==> src/rtl/rte_pkg.sv <==
// Route table engine package: sizes, codes, payload and token types,
// and the reserved-entry check. No dependencies.
package rte_pkg;

  localparam int TABLE_DEPTH    = 16;
  localparam int RESERVED_COUNT = 4;
  localparam int RESERVED_REGS  = 4;
  localparam int ADDR_BITS      = 8;
  localparam int COST_BITS      = 4;
  localparam int ENTRY_W        = 2 * ADDR_BITS + COST_BITS;
  localparam int CNT_W          = $clog2(TABLE_DEPTH + 1);
  localparam int COUNT_OUT_W    = 5;
  localparam int RSV_W          = 20;
  localparam int APB_AW         = 5;
  localparam int REG_IDX_W      = APB_AW - 2;
  localparam int APB_DW         = 32;

  localparam logic [COST_BITS-1:0] COST_UNREACHABLE = '1;

  localparam logic [REG_IDX_W-1:0] REG_RSV0 = 3'd0;
  localparam logic [REG_IDX_W-1:0] REG_RSV1 = 3'd1;
  localparam logic [REG_IDX_W-1:0] REG_RSV2 = 3'd2;
  localparam logic [REG_IDX_W-1:0] REG_RSV3 = 3'd3;
  localparam logic [REG_IDX_W-1:0] REG_MODE = 3'd4;
  localparam logic [REG_IDX_W-1:0] REG_OVR  = 3'd5;

  localparam logic [1:0] MODE_ADDR  = 2'd0;
  localparam logic [1:0] MODE_HOP   = 2'd1;
  localparam logic [1:0] MODE_EXACT = 2'd2;

  typedef enum logic [1:0] {
    K_ADD    = 2'd0,
    K_REMOVE = 2'd1,
    K_UPDATE = 2'd2,
    K_CLEAR  = 2'd3
  } kind_e;

  typedef enum logic [2:0] {
    STAT_OK        = 3'd0,
    STAT_RSV_ENTRY = 3'd1,
    STAT_RSV_ADDR  = 3'd2,
    STAT_RSV_HOP   = 3'd3,
    STAT_COST      = 3'd4,
    STAT_NOT_FOUND = 3'd5,
    STAT_FULL      = 3'd6
  } status_e;

  typedef enum logic [1:0] {
    M_ADDR  = 2'd0,
    M_HOP   = 2'd1,
    M_EXACT = 2'd2
  } match_e;

  typedef enum logic [1:0] {
    S_IDLE = 2'd0,
    S_SCAN = 2'd1,
    S_HOLD = 2'd2
  } state_e;

  typedef struct packed {
    logic [ADDR_BITS-1:0] addr;
    logic [ADDR_BITS-1:0] hop;
    logic [COST_BITS-1:0] cost;
  } entry_t;

  typedef struct packed {
    kind_e                kind;
    logic [ADDR_BITS-1:0] dest_address;
    logic [ADDR_BITS-1:0] next_hop;
    logic [COST_BITS-1:0] route_cost;
  } req_t;

  typedef struct packed {
    status_e                status;
    logic [COUNT_OUT_W-1:0] entry_count;
  } rsp_t;

  typedef struct packed {
    logic [RESERVED_REGS-1:0][RSV_W-1:0] rsv;
    logic [1:0]                          mode;
    logic                                ovr;
  } cfg_t;

  typedef struct packed {
    logic             valid;
    kind_e            op;
    match_e           mtch;
    logic             ovr;
    entry_t           ent;
    logic [CNT_W-1:0] rem;
    logic             hit;
    logic             done;
    entry_t           last;
  } tok_t;

  typedef struct packed {
    logic   en;
    entry_t data;
  } fill_t;

  function automatic status_e check_entry(entry_t e,
                                          logic [RESERVED_REGS-1:0][RSV_W-1:0] rsv);
    status_e s;
    entry_t  r;
    logic    found;
    s     = STAT_OK;
    found = 1'b0;
    for (int j = 0; j < RESERVED_COUNT; j++) begin
      r = entry_t'(rsv[j][ENTRY_W-1:0]);
      if (!found) begin
        if (r == e) begin
          s     = STAT_RSV_ENTRY;
          found = 1'b1;
        end else if (e.addr == r.addr) begin
          s     = STAT_RSV_ADDR;
          found = 1'b1;
        end else if (e.hop == r.addr) begin
          s     = STAT_RSV_HOP;
          found = 1'b1;
        end
      end
    end
    if (!found && e.cost == COST_UNREACHABLE) begin
      s = STAT_COST;
    end
    return s;
  endfunction

endpackage

==> src/rtl/rte_cell.sv <==
// One table cell: holds a route entry, acts on the search token passing
// through and hands it to the next cell. Depends on rte_pkg.
module rte_cell (
  input  logic           clk_i,
  input  logic           rst_ni,
  input  rte_pkg::tok_t  tok_i,
  input  rte_pkg::fill_t fill_i,
  output rte_pkg::tok_t  tok_o,
  output logic           hole_o
);
  import rte_pkg::*;

  entry_t entry_q, entry_d;
  tok_t   tok_q, tok_d;
  logic   hole_q, hole_d;
  logic   live, match, first, append, wr;

  always_comb begin
    live = (tok_i.rem != '0);
    case (tok_i.mtch)
      M_ADDR:  match = (entry_q.addr == tok_i.ent.addr);
      M_HOP:   match = (entry_q.hop == tok_i.ent.hop);
      default: match = (entry_q == tok_i.ent);
    endcase
    first  = tok_i.valid && live && match && !tok_i.hit;
    append = tok_i.valid && (tok_i.op == K_ADD) && !live && !tok_i.hit && !tok_i.done;
    wr     = append || (first && (((tok_i.op == K_ADD) && tok_i.ovr) ||
                                  (tok_i.op == K_UPDATE)));

    entry_d = entry_q;
    hole_d  = hole_q;
    if (wr) begin
      entry_d = tok_i.ent;
    end
    if (first && tok_i.op == K_REMOVE) begin
      hole_d = 1'b1;
    end
    if (fill_i.en && hole_q) begin
      entry_d = fill_i.data;
      hole_d  = 1'b0;
    end

    tok_d      = tok_i;
    tok_d.hit  = tok_i.hit | first;
    tok_d.done = tok_i.done | append;
    if (live) begin
      tok_d.rem = tok_i.rem - 1'b1;
      if (tok_i.rem == CNT_W'(1)) begin
        tok_d.last = entry_q;
      end
    end
  end

  always_ff @(posedge clk_i) begin
    entry_q <= entry_d;
  end

  always_ff @(posedge clk_i or negedge rst_ni) begin
    if (!rst_ni) begin
      tok_q  <= '0;
      hole_q <= 1'b0;
    end else begin
      tok_q  <= tok_d;
      hole_q <= hole_d;
    end
  end

  assign tok_o  = tok_q;
  assign hole_o = hole_q;

endmodule

==> src/rtl/rte_ctrl.sv <==
// Sequencer: reserved-entry check, token launch, result and count
// update at the end of the cell chain, output register. Depends on rte_pkg.
module rte_ctrl (
  input  logic                        clk_i,
  input  logic                        rst_ni,
  input  logic                        req_valid_i,
  output logic                        req_ready_o,
  input  rte_pkg::req_t               req_i,
  output logic                        rsp_valid_o,
  input  logic                        rsp_ready_i,
  output rte_pkg::rsp_t               rsp_o,
  input  rte_pkg::cfg_t               cfg_i,
  output rte_pkg::tok_t               launch_o,
  input  rte_pkg::tok_t               tok_end_i,
  output rte_pkg::fill_t              fill_o,
  output logic [rte_pkg::CNT_W-1:0]   count_o
);
  import rte_pkg::*;

  state_e           state_q, state_d;
  logic [CNT_W-1:0] count_q, count_d;
  tok_t             launch_q, launch_d;
  rsp_t             res_q, res_d;
  rsp_t             rsp_q, rsp_d;
  logic             rsp_valid_q, rsp_valid_d;
  logic             accept, out_free;
  entry_t           req_ent;
  status_e          chk;
  match_e           rm_match;

  assign req_ready_o = (state_q == S_IDLE);
  assign accept      = req_valid_i && req_ready_o;
  assign out_free    = !rsp_valid_q || rsp_ready_i;
  assign req_ent     = '{addr: req_i.dest_address, hop: req_i.next_hop,
                         cost: req_i.route_cost};
  assign chk         = check_entry(req_ent, cfg_i.rsv);

  always_comb begin
    case (cfg_i.mode)
      MODE_ADDR: rm_match = M_ADDR;
      MODE_HOP:  rm_match = M_HOP;
      default:   rm_match = M_EXACT;
    endcase
  end

  always_comb begin
    state_d = state_q;
    unique case (state_q)
      S_IDLE: begin
        if (accept) begin
          if (req_i.kind == K_CLEAR || chk != STAT_OK) begin
            state_d = S_HOLD;
          end else begin
            state_d = S_SCAN;
          end
        end
      end
      S_SCAN: begin
        if (tok_end_i.valid) begin
          state_d = S_HOLD;
        end
      end
      S_HOLD: begin
        if (out_free) begin
          state_d = S_IDLE;
        end
      end
      default: state_d = S_IDLE;
    endcase
  end

  always_comb begin
    count_d     = count_q;
    launch_d    = '0;
    res_d       = res_q;
    rsp_d       = rsp_q;
    rsp_valid_d = rsp_valid_q;
    fill_o      = '{en: 1'b0, data: tok_end_i.last};

    if (state_q == S_IDLE && accept) begin
      if (req_i.kind == K_CLEAR) begin
        count_d = '0;
        res_d   = '{status: STAT_OK, entry_count: '0};
      end else if (chk != STAT_OK) begin
        res_d = '{status: chk, entry_count: COUNT_OUT_W'(count_q)};
      end else begin
        launch_d.valid = 1'b1;
        launch_d.op    = req_i.kind;
        launch_d.mtch  = (req_i.kind == K_REMOVE) ? rm_match : M_ADDR;
        launch_d.ovr   = cfg_i.ovr;
        launch_d.ent   = req_ent;
        launch_d.rem   = count_q;
      end
    end

    if (state_q == S_SCAN && tok_end_i.valid) begin
      res_d = '{status: STAT_OK, entry_count: COUNT_OUT_W'(count_q)};
      case (tok_end_i.op)
        K_ADD: begin
          if (tok_end_i.done) begin
            count_d = CNT_W'(count_q + 1'b1);
          end else if (!tok_end_i.hit) begin
            res_d.status = STAT_FULL;
          end
        end
        K_UPDATE: begin
          if (!tok_end_i.hit) begin
            res_d.status = STAT_NOT_FOUND;
          end
        end
        K_REMOVE: begin
          if (tok_end_i.hit) begin
            count_d   = CNT_W'(count_q - 1'b1);
            fill_o.en = 1'b1;
          end
        end
        default: ;
      endcase
      res_d.entry_count = COUNT_OUT_W'(count_d);
    end

    if (rsp_valid_q && rsp_ready_i) begin
      rsp_valid_d = 1'b0;
    end
    if (state_q == S_HOLD && out_free) begin
      rsp_valid_d = 1'b1;
      rsp_d       = res_q;
    end
  end

  always_ff @(posedge clk_i or negedge rst_ni) begin
    if (!rst_ni) begin
      state_q     <= S_IDLE;
      count_q     <= '0;
      launch_q    <= '0;
      rsp_valid_q <= 1'b0;
    end else begin
      state_q     <= state_d;
      count_q     <= count_d;
      launch_q    <= launch_d;
      rsp_valid_q <= rsp_valid_d;
    end
  end

  always_ff @(posedge clk_i) begin
    res_q <= res_d;
    rsp_q <= rsp_d;
  end

  assign rsp_valid_o = rsp_valid_q;
  assign rsp_o       = rsp_q;
  assign launch_o    = launch_q;
  assign count_o     = count_q;

endmodule

==> src/rtl/routing_table_engine_core.sv <==
// Route table engine top level: APB register file, chain of table cells
// and sequencer. Depends on rte_pkg, rte_cell and rte_ctrl.
//
// Route table of TABLE_DEPTH entries (address, next hop, cost), one cell
// per entry. Clear items and items rejected by the reserved-entry or
// cost check finish without a search of the cell chain. Add, remove
// and update send a search token down the cell chain, one cell per
// clock, and no new item is taken until the token has reached the end.
// The result sits in an output register, so the next item is taken at
// once, but that item waits at its end until the earlier result has
// been transferred. A remove moves the last entry into the hole in one
// extra write at the end of the walk. Registers are to be written only
// while the block is idle; the block itself does not enforce this.
module routing_table_engine_core (
  input  logic                          clk_i,
  input  logic                          rst_ni,
  input  logic                          req_valid_i,
  output logic                          req_ready_o,
  input  rte_pkg::req_t                 req_i,
  output logic                          rsp_valid_o,
  input  logic                          rsp_ready_i,
  output rte_pkg::rsp_t                 rsp_o,
  input  logic                          psel,
  input  logic                          penable,
  input  logic                          pwrite,
  input  logic [rte_pkg::APB_AW-1:0]    paddr,
  input  logic [rte_pkg::APB_DW-1:0]    pwdata,
  output logic [rte_pkg::APB_DW-1:0]    prdata,
  output logic                          pready
);
  import rte_pkg::*;

  logic [RESERVED_REGS-1:0][RSV_W-1:0] rsv_q;
  logic [1:0]                          mode_q;
  logic                                ovr_q;
  logic                                cfg_wr;
  logic [REG_IDX_W-1:0]                reg_idx;
  cfg_t                                cfg;
  tok_t                                tok [TABLE_DEPTH+1];
  fill_t                               fill;
  logic [TABLE_DEPTH-1:0]              hole_vec;
  logic [CNT_W-1:0]                    count;

  assign pready  = 1'b1;
  assign reg_idx = paddr[APB_AW-1:2];
  assign cfg_wr  = psel && penable && pwrite && pready;

  always_ff @(posedge clk_i or negedge rst_ni) begin
    if (!rst_ni) begin
      rsv_q  <= '0;
      mode_q <= MODE_EXACT;
      ovr_q  <= 1'b0;
    end else if (cfg_wr) begin
      unique case (reg_idx)
        REG_RSV0: rsv_q[0] <= pwdata[RSV_W-1:0];
        REG_RSV1: rsv_q[1] <= pwdata[RSV_W-1:0];
        REG_RSV2: rsv_q[2] <= pwdata[RSV_W-1:0];
        REG_RSV3: rsv_q[3] <= pwdata[RSV_W-1:0];
        REG_MODE: mode_q   <= pwdata[1:0];
        REG_OVR:  ovr_q    <= pwdata[0];
        default: ;
      endcase
    end
  end

  always_comb begin
    unique case (reg_idx)
      REG_RSV0: prdata = APB_DW'(rsv_q[0]);
      REG_RSV1: prdata = APB_DW'(rsv_q[1]);
      REG_RSV2: prdata = APB_DW'(rsv_q[2]);
      REG_RSV3: prdata = APB_DW'(rsv_q[3]);
      REG_MODE: prdata = APB_DW'(mode_q);
      REG_OVR:  prdata = APB_DW'(ovr_q);
      default:  prdata = '0;
    endcase
  end

  assign cfg = '{rsv: rsv_q, mode: mode_q, ovr: ovr_q};

  rte_ctrl u_ctrl (
    .clk_i       (clk_i),
    .rst_ni      (rst_ni),
    .req_valid_i (req_valid_i),
    .req_ready_o (req_ready_o),
    .req_i       (req_i),
    .rsp_valid_o (rsp_valid_o),
    .rsp_ready_i (rsp_ready_i),
    .rsp_o       (rsp_o),
    .cfg_i       (cfg),
    .launch_o    (tok[0]),
    .tok_end_i   (tok[TABLE_DEPTH]),
    .fill_o      (fill),
    .count_o     (count)
  );

  for (genvar k = 0; k < TABLE_DEPTH; k++) begin : g_cell
    rte_cell u_cell (
      .clk_i  (clk_i),
      .rst_ni (rst_ni),
      .tok_i  (tok[k]),
      .fill_i (fill),
      .tok_o  (tok[k+1]),
      .hole_o (hole_vec[k])
    );
  end

  a_count_range: assert property (@(posedge clk_i) disable iff (!rst_ni)
    count <= CNT_W'(TABLE_DEPTH))
    else $error("entry count above table depth");

  a_one_hole: assert property (@(posedge clk_i) disable iff (!rst_ni)
    $onehot0(hole_vec))
    else $error("more than one pending hole");

  a_busy_at_end: assert property (@(posedge clk_i) disable iff (!rst_ni)
    tok[TABLE_DEPTH].valid |-> !req_ready_o)
    else $error("input ready while a search is in flight");

  a_clear: assert property (@(posedge clk_i) disable iff (!rst_ni)
    (req_valid_i && req_ready_o && req_i.kind == K_CLEAR) |=> (count == '0))
    else $error("clear did not empty the table");

endmodule

==> config.mk <==
export PLATFORM = sky130hd
export DESIGN_NAME = routing_table_engine_core
export DESIGN_NICKNAME = d
export VERILOG_FILES = /design/src/rtl/rte_pkg.sv /design/src/rtl/rte_cell.sv /design/src/rtl/rte_ctrl.sv /design/src/rtl/routing_table_engine_core.sv
export SDC_FILE = /design/constraint.sdc
export NUM_CORES = 2
export LEC_CHECK = 0
export BUFFER_PORTS_ARGS = -buffer_cell sky130_fd_sc_hd__buf_2
export CORE_UTILIZATION = 56
export CTS_CLUSTER_DIAMETER = 200
export DETAILED_ROUTE_END_ITERATION = 16
export PLACE_DENSITY_LB_ADDON = 0.3
export SLEW_MARGIN = 20
export SYNTH_ARGS = -nofsm -noshare
export SYNTH_HDL_FRONTEND = slang
export SYNTH_SLANG_ARGS = --single-unit
==> constraint.sdc <==
create_clock -name clk_i -period 3.4 [get_ports clk_i]
set_clock_uncertainty 0.2 [all_clocks]
set_input_delay 1.02 -clock clk_i [delete_from_list [all_inputs] [get_ports clk_i]]
set_output_delay 1.02 -clock clk_i [all_outputs]
set_load 0.005 [all_outputs]
## After elaboration in Yosys (flattened, before gate mapping)

Index checks and enable logic that the tools add are counted.

| storage, ports and cells | value |
|---|---|
| latch bits | 0 |
| bits in registers | 1,294 |
| memories kept | 0 |
| memory bits (writable) | 0 |
| output and inout bits | 43 |
| bits of input ports | 66 |
| bits in read-only memories | 0 |

| cells by class | value |
|---|---|
| reduce and logical (&&, ||, !) cells | 359 |
| mux-type cells | 188 |
| eq/ne operators | 140 |
| bitwise logic cells | 30 |
| shift operators | 0 |
| $lt $le $gt $ge | 0 |
| add/subtract/negate cells | 17 |
| divide/modulo/power cells | 0 |
| multiply operators | 0 |

Operators by type and width:

| operator | number |
|---|---|
| 20-bit 2-to-1 mux | 64 |
| 20-bit == test | 20 |
| 8-bit == test | 40 |
| 1-bit logical AND | 181 |
| 20-bit case mux with 6 select lines | 1 |
| 5-bit 2-to-1 mux | 20 |
| 31-bit 2-to-1 mux | 3 |
| 5-bit by 1-bit == test with 1-bit output, second input constant | 16 |
| 5-bit nonzero test | 16 |
| 5-bit by 1-bit subtractor with 5-bit output, second input constant | 16 |
| 2-bit by 1-bit == test with 1-bit output, second input constant | 36 |
| 2-bit logical NOT | 35 |
| 2-bit nonzero test | 34 |
| 3-bit 2-to-1 mux | 18 |
| 1-bit 2-to-1 mux | 52 |
| 1-bit logical NOT | 48 |
| 2-bit == test, second input constant | 19 |
| 1-bit logical OR | 34 |
| 8-bit 2-to-1 mux | 4 |
| 1-bit case mux with 2 select lines | 16 |
| 1-bit OR | 30 |
| 2-bit AND reduction | 7 |
| 2-bit 2-to-1 mux | 6 |
| 5-bit case mux with 2 select lines | 1 |
| other kinds (13) | 17 |

## Longest topological paths before layout

| depth | value |
|---|---|
| word-level depth | 22 |
| depth in mapped cells | 11 |
| gate-level depth less buffers | 9 |

## Modules after synthesis

A second synthesis with hierarchy kept.

| second synthesis, totals | value |
|---|---|
| cells, all modules | 3,573 |
| area, all modules | 54,845.1 um^2 |

By module, submodules not included:

| module | area an instance (um^2) | sequential area each (um^2) | times used | cells each |
|---|---|---|---|---|
| rte_cell (g_cell[13].u_cell ...) | 2,900.3 | 1,951.9 | 12 | 180 |
| rte_cell (g_cell[0].u_cell ...) | 2,966.6 | 1,951.9 | 4 | 180 |
| rte_ctrl | 4,174.0 | 1,456.4 | 1 | 434 |
| routing_table_engine_core | 4,001.3 | 2,078.2 | 1 | 259 |

## Worst setup path after synthesis

Ideal clock, no wire load.

| timing | value |
|---|---|
| path type | input to output |
| from | input paddr[3] in the netlist's numbering |
| to | output prdata[10] in the netlist's numbering |
| path slack | -302 ps |
| required time | 2,180 ps |
| arrival | 2,482 ps |
| cell stages on the path | 5 |
| path through | clkbuf_1 > nor3b_1 > clkbuf_1 > a22o_1 > a221o_1 |

| between the ends | value |
|---|---|
| word-level cells in the longest chain between the ends | 2 |
| elaborated cells between the ends (all ways) | 7 |
| those cells by class | eq/ne (5); mux (1); reduce/logical (1) |

Ends and longest elaborated chain:

| what | RTL line | source |
|---|---|---|
| from (decl) | routing_table_engine_core.sv:26 | `input logic [rte_pkg::APB_AW-1:0] paddr,` |
| 3-bit == test, or another cell as far along | routing_table_engine_core.sv:67 | `unique case (reg_idx)` |
| 20-bit case mux with 6 select lines (*) | routing_table_engine_core.sv:67 |  |
| to (decl) | routing_table_engine_core.sv:28 | `output logic [rte_pkg::APB_DW-1:0] prdata,` |

Every way passes the cells marked *; elsewhere a longest branch is shown, timed or not.

## Worst setup path in the final report

| timing | value |
|---|---|
| from | input paddr[3] in the netlist's numbering |
| to | output prdata[17] in the netlist's numbering |

Same word-level chain as after synthesis.

==> qor.txt <==
==================================================================================
Final slew viol count                                                            0
Number of synthesized register bits                                           1294
Area taken by multi-input logic gates                                   17300 um^2
Router iterations before antenna repair                                          4
Average size of a mapped cell                                            14.9 um^2
Global-route wire length before repair                                   159000 um
Transition time at the pin with the least slew margin                      1.07 ns
DRT Wirelength                                                            98300 um
Count of fill cells added during filler insertion                             6445
Die W                                                                       307 um
Main area contributors after synthesis                                sky130_fd_sc_hd__dfrtp_1, sky130_fd_sc_hd__edfxtp_1, sky130_fd_sc_hd__mux2_2, sky130_fd_sc_hd__xor2_1, sky130_fd_sc_hd__xnor2_1
Delay of the slowest cell on the worst path                                0.39 ns
DR DRC count                                                                     0
Mapped Area                                                             52000 um^2
CTS tree                                                                       yes
Share of the yosys chip area belonging to registers                          0.655
Total Negative Setup Slacks                                            -0.00594 ns
Nets                                                                          3823
Setup repair after global routing missed its margin                           true
Worst setup path class                                                input pin to output port
Number of buffers added by the clock tree synthesis step                       132
GRT Total Usage                                                              0.218
IO Pins                                                                        109
Post-Synthesis Cells                                                          3486
Initial antenna violation count                                                  4
Core Footprint                                                          91800 um^2
Worst Setup Start Kind                                                   input pin
Largest fanout on the critical path                                              3
Residual overflow from global routing                                            0
Final number of setup-violating endpoints                                        2
GRT busiest layer                                                             met2
Number of cells after detailed placement                                      4830
Worst endpoint required time                                               2.18 ns
Maximum number of pins on one net before global-route repair                    82
Buffer type at the clock tree root                                    sky130_fd_sc_hd__clkbuf_16
Worst slack, placed                                                      -0.267 ns
Total of buffers placed on input and output ports                               81
CP Data Arrival Time                                                       2.19 ns
Clock-pin slew on the worst setup and hold paths                           0.06 ns
Detailed-route wire length per cell                                        19.3 um
Total Die Area                                                          94100 um^2
GPL Wtd Cong                                                                 0.864
Netlist cell types                                                              64
Htree depth                                                                      4
Post-layout total power                                                    43.5 mW
Max Cap Viol                                                                     0
Grt met1 use                                                                 0.244
Leakage                                                                    26.8 nW
CTS Sinks                                                                     1294
Timing-limited maximum frequency                                           294 MHz
Violations in the final reports                                       setup timing
Die height                                                                  307 um
Most instantiated library cell after synthesis                        sky130_fd_sc_hd__dfrtp_1
Clk Latency, worst-skew pair                                               0.72 ns
Number of buffers and inverters on the critical path                             3
Number of enable-type register cells in the synthesized netlist                336
Final count of hold timing violations                                            0
Number of warnings printed during yosys synthesis                                0
Remaining number of nets flagged by the antenna check after routing              0
Global-route track usage on met2                                             0.409
Most frequent cells after synthesis                                   sky130_fd_sc_hd__dfrtp_1, sky130_fd_sc_hd__mux2_2, sky130_fd_sc_hd__xor2_1
Part of the cycle the worst path needs                                        1.00
Layout cells sized above 1                                                   0.309
Final std cells w/o fill                                                      5082
Number of buffers between clock root and the deepest sink                        3
Hold-fix buffers at CTS                                                          0
Smallest hold slack                                                      0.0733 ns
Setup ws final                                                         -0.00536 ns
Status                                                                complete, but fails checks
Async set-or-reset flop fraction in the synthesized netlist                  0.740
Vias in the first global route                                               29800
Std cell rows                                                                  111
Detailed Place HPWL                                                       71400 um
Share of the synthesized area in the top cell type                           0.461
Maximum ir drop on the vdd rail                                             521 uV
Slowest library cell on the worst path                                sky130_fd_sc_hd__a221o_1
Initial standard-cell utilization of the core                                0.566
Slew Limit Headroom                                                          0.282
Post-detailed-route via-to-cell ratio                                         5.36
Cell family with most CP delay                                        buffers and inverters
Pwr dens                                                               731 nW/um^2
Total via count in the routed design                                         27200
Most used DFF post-synth                                              sky130_fd_sc_hd__dfrtp_1
Shortest clock period the worst path allows after layout                   3.41 ns
Cell taking the most area after synthesis                             sky130_fd_sc_hd__dfrtp_1
DRC marker count from the first detailed-route iteration                      1119
Critical Path Sink Type                                                output port
Seq. cell area                                                          34100 um^2
Signed area change from the synthesized netlist to the final layout          14.5%
Critical Path, Cell by Cell                                           buf_2 > nor2b_2 > nor2b_2 > buf_4 > a221o_1 > buf_2
Met3 usage                                                                  0.0354
Type of the most critical hold path                                   input pin to async pin
==================================================================================
## per-layer routing
| metal | part of all wire | wire (um) |
|---|---|---|
| met5 | 0.00032 | 31 |
| met4 | 0.035 | 3480 |
| met3 | 0.032 | 3110 |
| met2 | 0.55 | 54000 |
| met1 | 0.38 | 37600 |
## registers in the layout (all words and copies together) (netlist names)
name / count
g_cell.u_cell.hole_o: 16
u_ctrl.state_q: 2
ovr_q: 1
g_cell.u_cell.entry_q: 320
u_ctrl.count_o: 5
u_ctrl.launch_o: 31
mode_q: 2
cfg: 80
u_ctrl.res_q: 8
u_ctrl.rsp_valid_o: 1
g_cell.u_cell.tok_o: 820
u_ctrl.rsp_o: 8
## power breakdown
part	total, mW	leakage, nW	internal [mW]	switching [mW]
Sequential	21.9	15.8	19.2	2.62
Combinational	7.41	8.86	4.05	3.36
Clock	14.3	2.13	8.42	5.84
## logic make-up after synthesis
logic type,count (synthesis),synth area share
other,2,0.000144
buffers and inverters,193,0.0161
DFF,1294,0.655
AOI/OAI and AO/OA,201,0.0274
muxes,719,0.155
xor gates and xnor gates,469,0.0790
adders and majority gates,32,0.00770
and+or+nand+nor,576,0.0591
## path summary, 6_finish.rpt
path	from	slack, ns	to	depth (start not counted)
worst max-delay path	paddr[3]	-0.005	prdata[17]	6
worst min-delay path	rst_ni	0.07	g_cell[4].u_cell.tok_o[11]	1
worst max register to register	g_cell[15].u_cell.entry_q[16]	0.29	g_cell[15].u_cell.entry_q[16]	9
worst min register to register	g_cell[10].u_cell.tok_o[47]	0.17	g_cell[11].u_cell.tok_o[47]	0
max in group asynchronous	rst_ni	2.01	mode_q[1]	3
min in group clk_i	g_cell[10].u_cell.tok_o[47]	0.17	g_cell[11].u_cell.tok_o[47]	0
## area by class of cell
cell class | count | area share
timing repair buffer | 238 | 0.0351
inverter | 49 | 0.00309
tap | 1243 | 0.0261
clock inverter | 57 | 0.00977
sequential | 1294 | 0.572
multi-input combinational | 2010 | 0.290
clock buffer | 188 | 0.0635
antenna | 3 | 0.000126
## layout by cell type (no fill, tap or decap), types with 7 or more instances in the layout
master	Yosys	routed
sky130_fd_sc_hd__nand2b_1	53	53
sky130_fd_sc_hd__or3b_2	7	7
sky130_fd_sc_hd__mux2i_1	15	15
sky130_fd_sc_hd__clkbuf_1	104	36
sky130_fd_sc_hd__nand4_1	26	26
sky130_fd_sc_hd__nor2_1	107	104
sky130_fd_sc_hd__a31oi_1	10	10
sky130_fd_sc_hd__clkinv_1	0	7
sky130_fd_sc_hd__nor4_1	89	88
sky130_fd_sc_hd__and3_1	17	17
sky130_fd_sc_hd__conb_1	2	13
sky130_fd_sc_hd__nand3_1	19	19
sky130_fd_sc_hd__o31ai_1	12	12
sky130_fd_sc_hd__buf_4	15	115
sky130_fd_sc_hd__edfxtp_1	336	336
sky130_fd_sc_hd__mux2_2	704	704
sky130_fd_sc_hd__xor2_1	340	340
sky130_fd_sc_hd__a22o_1	18	18
sky130_fd_sc_hd__clkinv_2	0	24
sky130_fd_sc_hd__and2_1	52	52
sky130_fd_sc_hd__a221o_1	19	19
sky130_fd_sc_hd__or3_1	7	7
sky130_fd_sc_hd__nor3_1	39	38
sky130_fd_sc_hd__o221ai_2	0	14
sky130_fd_sc_hd__nand2_1	118	118
sky130_fd_sc_hd__clkbuf_16	0	138
sky130_fd_sc_hd__bufinv_16	0	8
sky130_fd_sc_hd__clkbuf_8	0	14
sky130_fd_sc_hd__o21a_1	13	13
sky130_fd_sc_hd__buf_2	16	79
sky130_fd_sc_hd__nand4b_1	14	14
sky130_fd_sc_hd__xnor2_1	129	129
sky130_fd_sc_hd__dfrtp_1	957	957
sky130_fd_sc_hd__o32ai_1	8	8
sky130_fd_sc_hd__buf_12	0	38
sky130_fd_sc_hd__ha_1	32	32
sky130_fd_sc_hd__o21ai_0	48	48
sky130_fd_sc_hd__inv_1	49	49
sky130_fd_sc_hd__a21oi_1	29	29
## timing repair
| action | 4_1_cts | 5_1_grt |
|---|---|---|
| endpoints found under the setup margin | 18 | 18 |
| pin swaps | 3 | 5 |
| setup buffers | 5 | 0 |
| gates cloned | 1 | 0 |
| resized for setup | 7 | 3 |
## through the flow
step / util / cell area, um^2
2_1_floorplan: - / 52100
3_3_place_gp: 0.600 / 55100
3_5_place_dp: 0.600 / 55100
4_1_cts: 0.649 / 59500
5_1_grt: 0.648 / 59500
6_report: 0.648 / 59500
(Power assumes the default switching activity.)
